## src/rtl/acpm_pkg.sv

```systemverilog
// acpm_pkg: shared types and constants of the ac power / rms meter
// no dependencies
`default_nettype none

package acpm_pkg;

  localparam int ALPHA_BITS = 16;
  typedef logic [ALPHA_BITS-1:0] alpha_t;
  localparam alpha_t ALPHA_RESET = 16'd41;

  // rms form factor 1.11072 in q1.14
  localparam int FORM_BITS = 15;
  localparam int FORM_SHIFT = 14;
  localparam logic [FORM_BITS-1:0] FORM_Q14 = 15'd18198;

endpackage

`default_nettype wire

```

## src/rtl/acpm_if.sv

```systemverilog
// acpm channel interfaces: sample input, result output, coefficient write
// depends on acpm_pkg
`default_nettype none

interface acpm_in_if #(
  parameter int SAMPLE_BITS = 16
) ();
  logic                          valid;
  logic                          ready;
  logic signed [SAMPLE_BITS-1:0] v_sample;
  logic signed [SAMPLE_BITS-1:0] i_sample;

  modport source(output valid, v_sample, i_sample, input ready);
  modport sink(input valid, v_sample, i_sample, output ready);
endinterface

interface acpm_out_if #(
  parameter int SAMPLE_BITS = 16
) ();
  logic                            valid;
  logic                            ready;
  logic signed [2*SAMPLE_BITS-1:0] avg_power;
  logic        [SAMPLE_BITS-1:0]   v_rms;
  logic        [SAMPLE_BITS-1:0]   i_rms;

  modport source(output valid, avg_power, v_rms, i_rms, input ready);
  modport sink(input valid, avg_power, v_rms, i_rms, output ready);
endinterface

interface acpm_cfg_if
  import acpm_pkg::*;
();
  logic   valid;
  logic   ready;
  alpha_t data;

  modport source(output valid, data, input ready);
  modport sink(input valid, data, output ready);
endinterface

`default_nettype wire

```

## src/rtl/ac_power_rms_meter_core.sv

```systemverilog
// ac_power_rms_meter_core: top level, coefficient register, front, queue and back
// depends on acpm_pkg, acpm_if, acpm_front, acpm_fifo, acpm_back
//
//   channel  dir  handshake     beat contents
//   sample   in   valid/ready   v_sample, i_sample
//   result   out  valid/ready   avg_power, v_rms, i_rms
//   cfg      in   valid/ready   data (smoothing coefficient, always ready)
//
// in steady state each beat takes six passes through the single shared alpha
// multiplier, two more steps to finish the current update, and the result load.
// synchronous active-high reset clears the averages to zero and the coefficient to 41.
// front and back are parted by a two-entry queue; a stalled result holds the back
// in its last step while the front keeps filling the queue.
`default_nettype none

module ac_power_rms_meter_core
  import acpm_pkg::*;
#(
  parameter int SAMPLE_BITS = 16,
  parameter int FRAC_BITS   = 16
) (
  input  wire logic  clk,
  input  wire logic  rst,
  acpm_in_if.sink    sample,
  acpm_out_if.source result,
  acpm_cfg_if.sink   cfg
);

  localparam int PW = 2*SAMPLE_BITS + FRAC_BITS;
  localparam int AW = SAMPLE_BITS + FRAC_BITS;
  localparam int QW = PW + 2*AW;

  alpha_t         coeff;
  logic           push_valid;
  logic           push_ready;
  logic [PW-1:0]  px;
  logic [AW-1:0]  vx;
  logic [AW-1:0]  ix;
  logic           pop_valid;
  logic           pop_ready;
  logic [QW-1:0]  pop_data;

  assign cfg.ready = 1'b1;

  always_ff @(posedge clk) begin
    if (rst) begin
      coeff <= ALPHA_RESET;
    end else if (cfg.valid) begin
      coeff <= cfg.data;
    end
  end

  acpm_front #(
    .SAMPLE_BITS(SAMPLE_BITS),
    .FRAC_BITS  (FRAC_BITS)
  ) u_front (
    .clk       (clk),
    .rst       (rst),
    .sample    (sample),
    .push_valid(push_valid),
    .push_ready(push_ready),
    .px        (px),
    .vx        (vx),
    .ix        (ix)
  );

  acpm_fifo #(
    .WIDTH(QW),
    .DEPTH(2)
  ) u_fifo (
    .clk       (clk),
    .rst       (rst),
    .push_valid(push_valid),
    .push_ready(push_ready),
    .push_data ({px, vx, ix}),
    .pop_valid (pop_valid),
    .pop_ready (pop_ready),
    .pop_data  (pop_data)
  );

  acpm_back #(
    .SAMPLE_BITS(SAMPLE_BITS),
    .FRAC_BITS  (FRAC_BITS)
  ) u_back (
    .clk      (clk),
    .rst      (rst),
    .coeff    (coeff),
    .pop_valid(pop_valid),
    .pop_ready(pop_ready),
    .px       (pop_data[QW-1 -: PW]),
    .vx       (pop_data[2*AW-1 -: AW]),
    .ix       (pop_data[AW-1:0]),
    .result   (result)
  );

endmodule

`default_nettype wire

```

## src/rtl/acpm_front.sv

```systemverilog
// acpm_front: sample register, instantaneous power and magnitudes
// depends on acpm_if
`default_nettype none

module acpm_front #(
  parameter int SAMPLE_BITS = 16,
  parameter int FRAC_BITS   = 16
) (
  input  wire logic                                 clk,
  input  wire logic                                 rst,
  acpm_in_if.sink                                   sample,
  output logic                                      push_valid,
  input  wire logic                                 push_ready,
  output logic [2*SAMPLE_BITS+FRAC_BITS-1:0]        px,
  output logic [SAMPLE_BITS+FRAC_BITS-1:0]          vx,
  output logic [SAMPLE_BITS+FRAC_BITS-1:0]          ix
);

  logic                            fv;
  logic signed [SAMPLE_BITS-1:0]   v_r;
  logic signed [SAMPLE_BITS-1:0]   i_r;
  logic signed [2*SAMPLE_BITS-1:0] prod;
  logic        [SAMPLE_BITS-1:0]   v_mag;
  logic        [SAMPLE_BITS-1:0]   i_mag;

  assign sample.ready = !fv || push_ready;

  always_ff @(posedge clk) begin
    if (rst) begin
      fv <= 1'b0;
    end else if (sample.ready) begin
      fv <= sample.valid;
    end
    if (sample.ready && sample.valid) begin
      v_r <= sample.v_sample;
      i_r <= sample.i_sample;
    end
  end

  always_comb begin
    prod  = (2*SAMPLE_BITS)'(v_r) * (2*SAMPLE_BITS)'(i_r);
    v_mag = v_r[SAMPLE_BITS-1] ? SAMPLE_BITS'(-v_r) : SAMPLE_BITS'(v_r);
    i_mag = i_r[SAMPLE_BITS-1] ? SAMPLE_BITS'(-i_r) : SAMPLE_BITS'(i_r);
  end

  assign push_valid = fv;
  assign px = {prod, {FRAC_BITS{1'b0}}};
  assign vx = {v_mag, {FRAC_BITS{1'b0}}};
  assign ix = {i_mag, {FRAC_BITS{1'b0}}};

endmodule

`default_nettype wire

```

## src/rtl/acpm_fifo.sv

```systemverilog
// acpm_fifo: short flop queue between front and back
// no dependencies
`default_nettype none

module acpm_fifo #(
  parameter int WIDTH = 112,
  parameter int DEPTH = 2
) (
  input  wire logic             clk,
  input  wire logic             rst,
  input  wire logic             push_valid,
  output logic                  push_ready,
  input  wire logic [WIDTH-1:0] push_data,
  output logic                  pop_valid,
  input  wire logic             pop_ready,
  output logic      [WIDTH-1:0] pop_data
);

  localparam int PTRW = (DEPTH > 1) ? $clog2(DEPTH) : 1;
  localparam int CNTW = $clog2(DEPTH + 1);

  logic [WIDTH-1:0] mem [DEPTH];
  logic [PTRW-1:0]  wr_ptr;
  logic [PTRW-1:0]  rd_ptr;
  logic [CNTW-1:0]  cnt;
  logic             push;
  logic             pop;

  assign push_ready = cnt != CNTW'(DEPTH);
  assign pop_valid  = cnt != '0;
  assign pop_data   = mem[rd_ptr];
  assign push       = push_valid && push_ready;
  assign pop        = pop_valid && pop_ready;

  always_ff @(posedge clk) begin
    if (rst) begin
      wr_ptr <= '0;
      rd_ptr <= '0;
      cnt    <= '0;
    end else begin
      if (push) begin
        wr_ptr <= (wr_ptr == PTRW'(DEPTH - 1)) ? '0 : wr_ptr + PTRW'(1);
      end
      if (pop) begin
        rd_ptr <= (rd_ptr == PTRW'(DEPTH - 1)) ? '0 : rd_ptr + PTRW'(1);
      end
      if (push && !pop) begin
        cnt <= cnt + CNTW'(1);
      end else if (pop && !push) begin
        cnt <= cnt - CNTW'(1);
      end
    end
    if (push) begin
      mem[wr_ptr] <= push_data;
    end
  end

endmodule

`default_nettype wire

```

## src/rtl/acpm_back.sv

```systemverilog
// acpm_back: filter sequencer on one shared multiplier, state and result register
// depends on acpm_pkg, acpm_if
`default_nettype none

module acpm_back
  import acpm_pkg::*;
#(
  parameter int SAMPLE_BITS = 16,
  parameter int FRAC_BITS   = 16
) (
  input  wire logic                                 clk,
  input  wire logic                                 rst,
  input  wire alpha_t                               coeff,
  input  wire logic                                 pop_valid,
  output logic                                      pop_ready,
  input  wire logic [2*SAMPLE_BITS+FRAC_BITS-1:0]   px,
  input  wire logic [SAMPLE_BITS+FRAC_BITS-1:0]     vx,
  input  wire logic [SAMPLE_BITS+FRAC_BITS-1:0]     ix,
  acpm_out_if.source                                result
);

  localparam int PW    = 2*SAMPLE_BITS + FRAC_BITS;
  localparam int AW    = SAMPLE_BITS + FRAC_BITS;
  localparam int DW    = PW + 1;
  localparam int LOWB  = DW / 2;
  localparam int MB    = DW - LOWB + 1;
  localparam int PRW   = ALPHA_BITS + 1 + MB;
  localparam int FULLW = DW + ALPHA_BITS + 2;
  localparam int RW    = AW + FORM_BITS;

  localparam logic [3:0] ST_IDLE = 4'd0;
  localparam logic [3:0] ST_P_LO = 4'd1;
  localparam logic [3:0] ST_P_HI = 4'd2;
  localparam logic [3:0] ST_V_LO = 4'd3;
  localparam logic [3:0] ST_V_HI = 4'd4;
  localparam logic [3:0] ST_I_LO = 4'd5;
  localparam logic [3:0] ST_I_HI = 4'd6;
  localparam logic [3:0] ST_I_SUM = 4'd7;
  localparam logic [3:0] ST_I_UPD = 4'd8;
  localparam logic [3:0] ST_DONE = 4'd9;

  logic [3:0]              step;
  logic [3:0]              step_next;
  logic [PW-1:0]           pa;
  logic [AW-1:0]           va;
  logic [AW-1:0]           ia;
  logic [DW-1:0]           dp;
  logic [DW-1:0]           dv;
  logic [DW-1:0]           di;
  logic signed [ALPHA_BITS:0] mul_a;
  logic signed [MB-1:0]    mul_b;
  logic signed [PRW-1:0]   prod;
  logic signed [PRW-1:0]   lo_keep;
  logic signed [FULLW-1:0] full_hi;
  logic signed [FULLW-1:0] full;
  logic [DW-1:0]           inc;
  logic [RW-1:0]           v_rw;
  logic [RW-1:0]           i_rw;
  logic                    out_free;
  logic                    pop;
  logic                    load_out;

  function automatic logic signed [MB-1:0] lo_part(input logic [DW-1:0] d);
    lo_part = MB'({1'b0, d[LOWB-1:0]});
  endfunction

  function automatic logic signed [MB-1:0] hi_part(input logic [DW-1:0] d);
    hi_part = {d[DW-1], d[DW-1:LOWB]};
  endfunction

  assign out_free  = !result.valid || result.ready;
  assign pop_ready = (step == ST_IDLE) || ((step == ST_DONE) && out_free);
  assign pop       = pop_valid && pop_ready;
  assign load_out  = (step == ST_DONE) && out_free;

  always_comb begin
    mul_a = {1'b0, coeff};
    unique case (step)
      ST_P_LO: mul_b = lo_part(dp);
      ST_P_HI: mul_b = hi_part(dp);
      ST_V_LO: mul_b = lo_part(dv);
      ST_V_HI: mul_b = hi_part(dv);
      ST_I_LO: mul_b = lo_part(di);
      ST_I_HI: mul_b = hi_part(di);
      default: mul_b = lo_part(dp);
    endcase
  end

  always_comb begin
    full_hi = FULLW'(prod);
    full    = (full_hi <<< LOWB) + FULLW'(lo_keep);
  end

  always_comb begin
    unique case (step)
      ST_IDLE:  step_next = pop_valid ? ST_P_LO : ST_IDLE;
      ST_P_LO:  step_next = ST_P_HI;
      ST_P_HI:  step_next = ST_V_LO;
      ST_V_LO:  step_next = ST_V_HI;
      ST_V_HI:  step_next = ST_I_LO;
      ST_I_LO:  step_next = ST_I_HI;
      ST_I_HI:  step_next = ST_I_SUM;
      ST_I_SUM: step_next = ST_I_UPD;
      ST_I_UPD: step_next = ST_DONE;
      ST_DONE:  step_next = !out_free ? ST_DONE : (pop_valid ? ST_P_LO : ST_IDLE);
      default:  step_next = ST_IDLE;
    endcase
  end

  assign v_rw = RW'(va) * RW'(FORM_Q14);
  assign i_rw = RW'(ia) * RW'(FORM_Q14);

  always_ff @(posedge clk) begin
    prod    <= PRW'(mul_a) * PRW'(mul_b);
    lo_keep <= prod;
    inc     <= full[ALPHA_BITS +: DW];
    if (pop) begin
      dp <= {px[PW-1], px} - {pa[PW-1], pa};
      dv <= {{(DW-AW){1'b0}}, vx} - {{(DW-AW){1'b0}}, va};
      di <= {{(DW-AW){1'b0}}, ix} - {{(DW-AW){1'b0}}, ia};
    end
    if (load_out) begin
      result.avg_power <= pa[PW-1:FRAC_BITS];
      result.v_rms     <= v_rw[FORM_SHIFT+FRAC_BITS +: SAMPLE_BITS];
      result.i_rms     <= i_rw[FORM_SHIFT+FRAC_BITS +: SAMPLE_BITS];
    end
    if (rst) begin
      step         <= ST_IDLE;
      pa           <= '0;
      va           <= '0;
      ia           <= '0;
      result.valid <= 1'b0;
    end else begin
      step <= step_next;
      if (step == ST_V_HI) begin
        pa <= pa + inc[PW-1:0];
      end
      if (step == ST_I_HI) begin
        va <= va + inc[AW-1:0];
      end
      if (step == ST_I_UPD) begin
        ia <= ia + inc[AW-1:0];
      end
      if (load_out) begin
        result.valid <= 1'b1;
      end else if (result.ready) begin
        result.valid <= 1'b0;
      end
    end
  end

endmodule

`default_nettype wire

```

## src/flat_wrapper.sv

```systemverilog
// flat-port wrapper written by rule: the top's interface ports become plain ports
module ac_power_rms_meter_core_flat import acpm_pkg::*;
#(
  parameter int SAMPLE_BITS = 16,
  parameter int FRAC_BITS   = 16
)
  (clk, rst, sample_valid, sample_v_sample, sample_i_sample, sample_ready, result_valid, result_avg_power, result_v_rms, result_i_rms, result_ready, cfg_valid, cfg_data, cfg_ready);
  acpm_in_if #(.SAMPLE_BITS(SAMPLE_BITS)) sample_i ();
  acpm_out_if #(.SAMPLE_BITS(SAMPLE_BITS)) result_i ();
  acpm_cfg_if cfg_i ();
  input  wire logic clk;
  input  wire logic rst;
  input wire logic [$bits(sample_i.valid)-1:0] sample_valid;
  input wire logic [$bits(sample_i.v_sample)-1:0] sample_v_sample;
  input wire logic [$bits(sample_i.i_sample)-1:0] sample_i_sample;
  output wire logic [$bits(sample_i.ready)-1:0] sample_ready;
  output wire logic [$bits(result_i.valid)-1:0] result_valid;
  output wire logic [$bits(result_i.avg_power)-1:0] result_avg_power;
  output wire logic [$bits(result_i.v_rms)-1:0] result_v_rms;
  output wire logic [$bits(result_i.i_rms)-1:0] result_i_rms;
  input wire logic [$bits(result_i.ready)-1:0] result_ready;
  input wire logic [$bits(cfg_i.valid)-1:0] cfg_valid;
  input wire logic [$bits(cfg_i.data)-1:0] cfg_data;
  output wire logic [$bits(cfg_i.ready)-1:0] cfg_ready;
  assign sample_i.valid = sample_valid;
  assign sample_i.v_sample = sample_v_sample;
  assign sample_i.i_sample = sample_i_sample;
  assign sample_ready = sample_i.ready;
  assign result_valid = result_i.valid;
  assign result_avg_power = result_i.avg_power;
  assign result_v_rms = result_i.v_rms;
  assign result_i_rms = result_i.i_rms;
  assign result_i.ready = result_ready;
  assign cfg_i.valid = cfg_valid;
  assign cfg_i.data = cfg_data;
  assign cfg_ready = cfg_i.ready;
  ac_power_rms_meter_core #(.SAMPLE_BITS(SAMPLE_BITS), .FRAC_BITS(FRAC_BITS)) u_core (.clk(clk), .rst(rst), .sample(sample_i), .result(result_i), .cfg(cfg_i));
endmodule
```

## config.mk

```make
export PLATFORM = sky130hd
export DESIGN_NAME = ac_power_rms_meter_core_flat
export DESIGN_NICKNAME = d
export VERILOG_FILES = /design/src/rtl/acpm_pkg.sv /design/src/rtl/acpm_if.sv /design/src/rtl/ac_power_rms_meter_core.sv /design/src/rtl/acpm_front.sv /design/src/rtl/acpm_fifo.sv /design/src/rtl/acpm_back.sv /design/src/flat_wrapper.sv
export SDC_FILE = /design/constraint.sdc
export NUM_CORES = 2
export LEC_CHECK = 0
export ABC_AREA = 0
export BUFFER_PORTS_ARGS = -buffer_cell sky130_fd_sc_hd__clkbuf_2
export CAP_MARGIN = 0
export CORE_MARGIN = 3
export CORE_UTILIZATION = 50
export DETAILED_ROUTE_END_ITERATION = 16
export PLACE_DENSITY = 0.72
export SLEW_MARGIN = 5
export SYNTH_ARGS = -nofsm -noshare
export SYNTH_HDL_FRONTEND = slang
export SYNTH_SLANG_ARGS = --single-unit
export TNS_END_PERCENT = 10
```

## constraint.sdc

```tcl
create_clock -name clk -period 12.2 [get_ports clk]
set_clock_uncertainty 0.2 [all_clocks]
set_input_delay 0.61 -clock clk [delete_from_list [all_inputs] [get_ports clk]]
set_output_delay 0.61 -clock clk [all_outputs]
set_load 0.05 [all_outputs]
```

==> results.cfg <==
[worst_hold_path]
hold_start = u_core.u_back.lo_keep[21]
holdPathStages = 0
worstHoldEndpoint = u_core.u_back.inc[5]
min_path_type = flip-flop to flip-flop

[worst_setup_path]
reg2reg_depth = 29
setup.worst_path.start = u_core.u_back.step[3]
worst_r2r_endpoint = u_core.u_back.prod[42]
r2r_slack_ns = 3.04
crit_path_end_kind = flip-flop
critPathArrivalTime_ns = 9.54
slowest_stage = and2_1
cp_common_cell = fa_1
required_ns = 12.58
worstPathMaxFanout = 38
rr_startpoint = u_core.u_back.step[3]
cp_slowest_stage_delay_ns = 0.70
criticalPathCategory = flip-flop to flip-flop
start_kind = flip-flop

[sta]
worst_slew_pin_slew_ns = 1.29
final_max_slew_viol_count = 0
timing.fmax_mhz = 109
hold_viol = 0
fin_crit_ns = 9.16
setup-violations-final = 0
timing.hold.ws_ns = 0.117
min_period_over_period_pct = 75.1
fin_tns_setup_ns = 0
max_slew_margin_pct = 13.7
rsz0062_at_grt = no

[floorplan]
initial_utilization_pct = 50.7
rows = 135
core_area_sq_um = 136000
die_w_um = 378
io_pins = 120
die-area_sq_um = 143000
die_h_um = 378

[detailed_routing]
routed_via_density = 5.61
routed_wl_mm = 183
via_count = 50300
routedWlPerCell_um = 20.4
firstDrtPassIters = 9
postRouteAntennaNets = 0
drtIter0Drc = 3779
drc = 0

[synthesis]
synthTopCellsByArea = fa_1 27%, ha_1 15%, edfxtp_1 15%
synth_edf_count = 339
synth-warning-count = 0
synth_nets = 8856
syn_inst = 7032
async_flop_share_pct = 0
synth_cell_types = 99
ys.flop_type = edfxtp_1
syn_avg_cell_area_sq_um = 9.82
yosysSeqAreaShare_pct = 22.2
ys_seq_elements = 596
yosysTopAreaCell = fa_1
netlist_area_sq_um = 69100
yosysTopAreaCellShare_pct = 27.0

[clocking]
hold_buffers = 49
path_clk_slew_ns = 0.06
post_cts_buffers = 0
numClockSinks = 596
numCtsBuffers = 71
clk_latency_ns = 0.67
cts_tree = yes
root_buffer = clkbuf_16
h-tree-depth = 3
cts_buffer_depth = 3
ctsResizeCount = 0

[grt]
grt.overflow.total = 0
grt_pass1_vias = 52600
grt_start_max_net_pins = 90
antenna_found_initial = 8
grt_pass1_wl_mm = 289
grtUsageTotal_pct = 26.1

[run]
maxCapViolCount = 0

[placement]
port_buffers = 118
hpwl_mm = 142
dpl_cell_area_sq_um = 71500
gp_congestion = 0.945
place_inst = 8770

[status]
status = finished, final reports clean

[final_layout]
fin_area_sq_um = 74400
syn2layout_area_growth_pct = 7.65
regArea_sq_um = 15300
layout.cells.non_filler = 8954
multi_input_area_sq_um = 47900
nets = 8935
fill_cells = 11800
post_route_cells_drive_above_1_share_pct = 5.48
==> worst max path at each step <==
stage | end | slack, ns | cells after the start
floorplan | u_core.u_back.prod[41] | 4.39 | 30
global placement | u_core.u_back.prod[42] | 3.35 | 29
detailed placement | u_core.u_back.prod[42] | 3.21 | 29
CTS | u_core.u_back.prod[42] | 3.14 | 29
global route | u_core.u_back.prod[42] | 2.54 | 29
finish | u_core.u_back.prod[42] | 3.04 | 29
==> area by class of cell <==
type                       count  share of cell area, %
inverter                    1364                   6.89
clock inverter                35                  0.392
multi-input combinational   4861                   64.4
timing repair buffer         217                   1.96
clock buffer                  96                   2.74
antenna                        4                 0.0135
tap                         1781                   3.00
sequential                   596                   20.6
==> registers in the layout, indices dropped and copies added, names as in the netlist, 32 cells and up, named ones only <==
| register | count |
|---|---|
| u_core.u_fifo.mem | 128 |
| u_core.u_back.pa | 48 |
| u_core.u_back.di | 33 |
| u_core.u_back.va | 32 |
| u_core.u_back.ia | 32 |
| u_core.u_back.result.avg_power | 32 |
| u_core.u_back.prod | 43 |
| u_core.u_back.dv | 33 |
| u_core.u_back.inc | 48 |
| u_core.u_back.dp | 49 |
==> through the flow <==
step           worst slack, ns  util [%]
3_5_place_dp              3.21      52.5
5_1_grt                   2.54      54.5
3_3_place_gp              3.35      52.5
6_report                  3.04      54.5
2_1_floorplan             4.39         -
4_1_cts                   3.14      54.5
==> synthesized netlist by cell type, types with 18 or more instances <==
| master | n |
|---|---|
| ha_1 | 840 |
| xor2_1 | 86 |
| nand2b_1 | 56 |
| edfxtp_1 | 339 |
| o21a_1 | 41 |
| nand4_1 | 33 |
| nor2_1 | 219 |
| fa_1 | 931 |
| nor2b_1 | 39 |
| a21oi_1 | 365 |
| o211ai_1 | 18 |
| xnor2_1 | 267 |
| dfxtp_1 | 257 |
| a222oi_1 | 32 |
| nand3_1 | 63 |
| mux2_2 | 65 |
| and3_1 | 42 |
| a211oi_1 | 35 |
| nor3_1 | 65 |
| and2_1 | 289 |
| o31ai_1 | 27 |
| mux2i_1 | 20 |
| a21o_1 | 171 |
| or3_1 | 19 |
| nand2_1 | 667 |
| inv_1 | 1364 |
| o21bai_1 | 33 |
| o21ai_0 | 163 |
| clkbuf_1 | 195 |
| a31oi_1 | 38 |
==> layer usage <==
layer  global-route usage [%]  wire, um  vias up
li1                         -         -    23000
met5                        0        14        -
met2                     42.9     85400     1767
met1                     34.2     74900    25000
met4                     9.72      7070        2
met3                     5.09     15300      427
==> worst max-delay path, delay by kind of cell (launching register included) <==
kind | cells | cell delay (ns)
buf+inv | 6 | 0.73
simple gates | 5 | 1.49
compound gates | 10 | 2.60
flops | 1 | 0.62
fa+ha+maj | 7 | 3.28
xor+xnor | 1 | 0.12
==> kinds of logic (layout without fill, tap and decap cells) <==
family	after synthesis	count (layout)	synth area share, %
DFF	596	596	22.2
other	1	5	0.00543
and+or+nand+nor	1574	1574	11.0
xor gates and xnor gates	353	353	4.48
AOI/OAI and AO/OA	1077	1077	10.2
adders and majority gates	1771	1771	42.2
buffers and inverters	1575	1712	8.57
muxes	85	85	1.35
==> layout by cell type, fill, tap and decap left out, types with 12 or more instances in the layout <==
cell type,synthesis,routed
inv_1,1364,1363
fa_1,931,931
ha_1,840,840
nand2_1,667,667
a21oi_1,365,362
edfxtp_1,339,339
and2_1,289,289
xnor2_1,267,267
dfxtp_1,257,256
nor2_1,219,217
a21o_1,171,171
o21ai_0,163,163
clkbuf_2,3,117
xor2_1,86,86
clkbuf_16,0,76
mux2_2,65,65
nand3_1,63,63
nor3_1,65,62
nand2b_1,56,56
buf_4,1,51
dlygate4sd3_1,0,49
o21a_1,41,41
and3_1,42,41
a31oi_1,38,38
nor2b_1,39,38
a211oi_1,35,34
o21bai_1,33,33
nand4_1,33,33
a222oi_1,32,32
o31ai_1,27,27
mux2i_1,20,20
or3_1,19,19
o211ai_1,18,18
clkbuf_1,195,14
or4_1,13,13
o21ai_1,12,12
o2111ai_1,12,12
nor3b_1,13,12
Power is not shown: default switching activity piles up to over one toggle a cycle in this logic, so the estimate is an artifact.
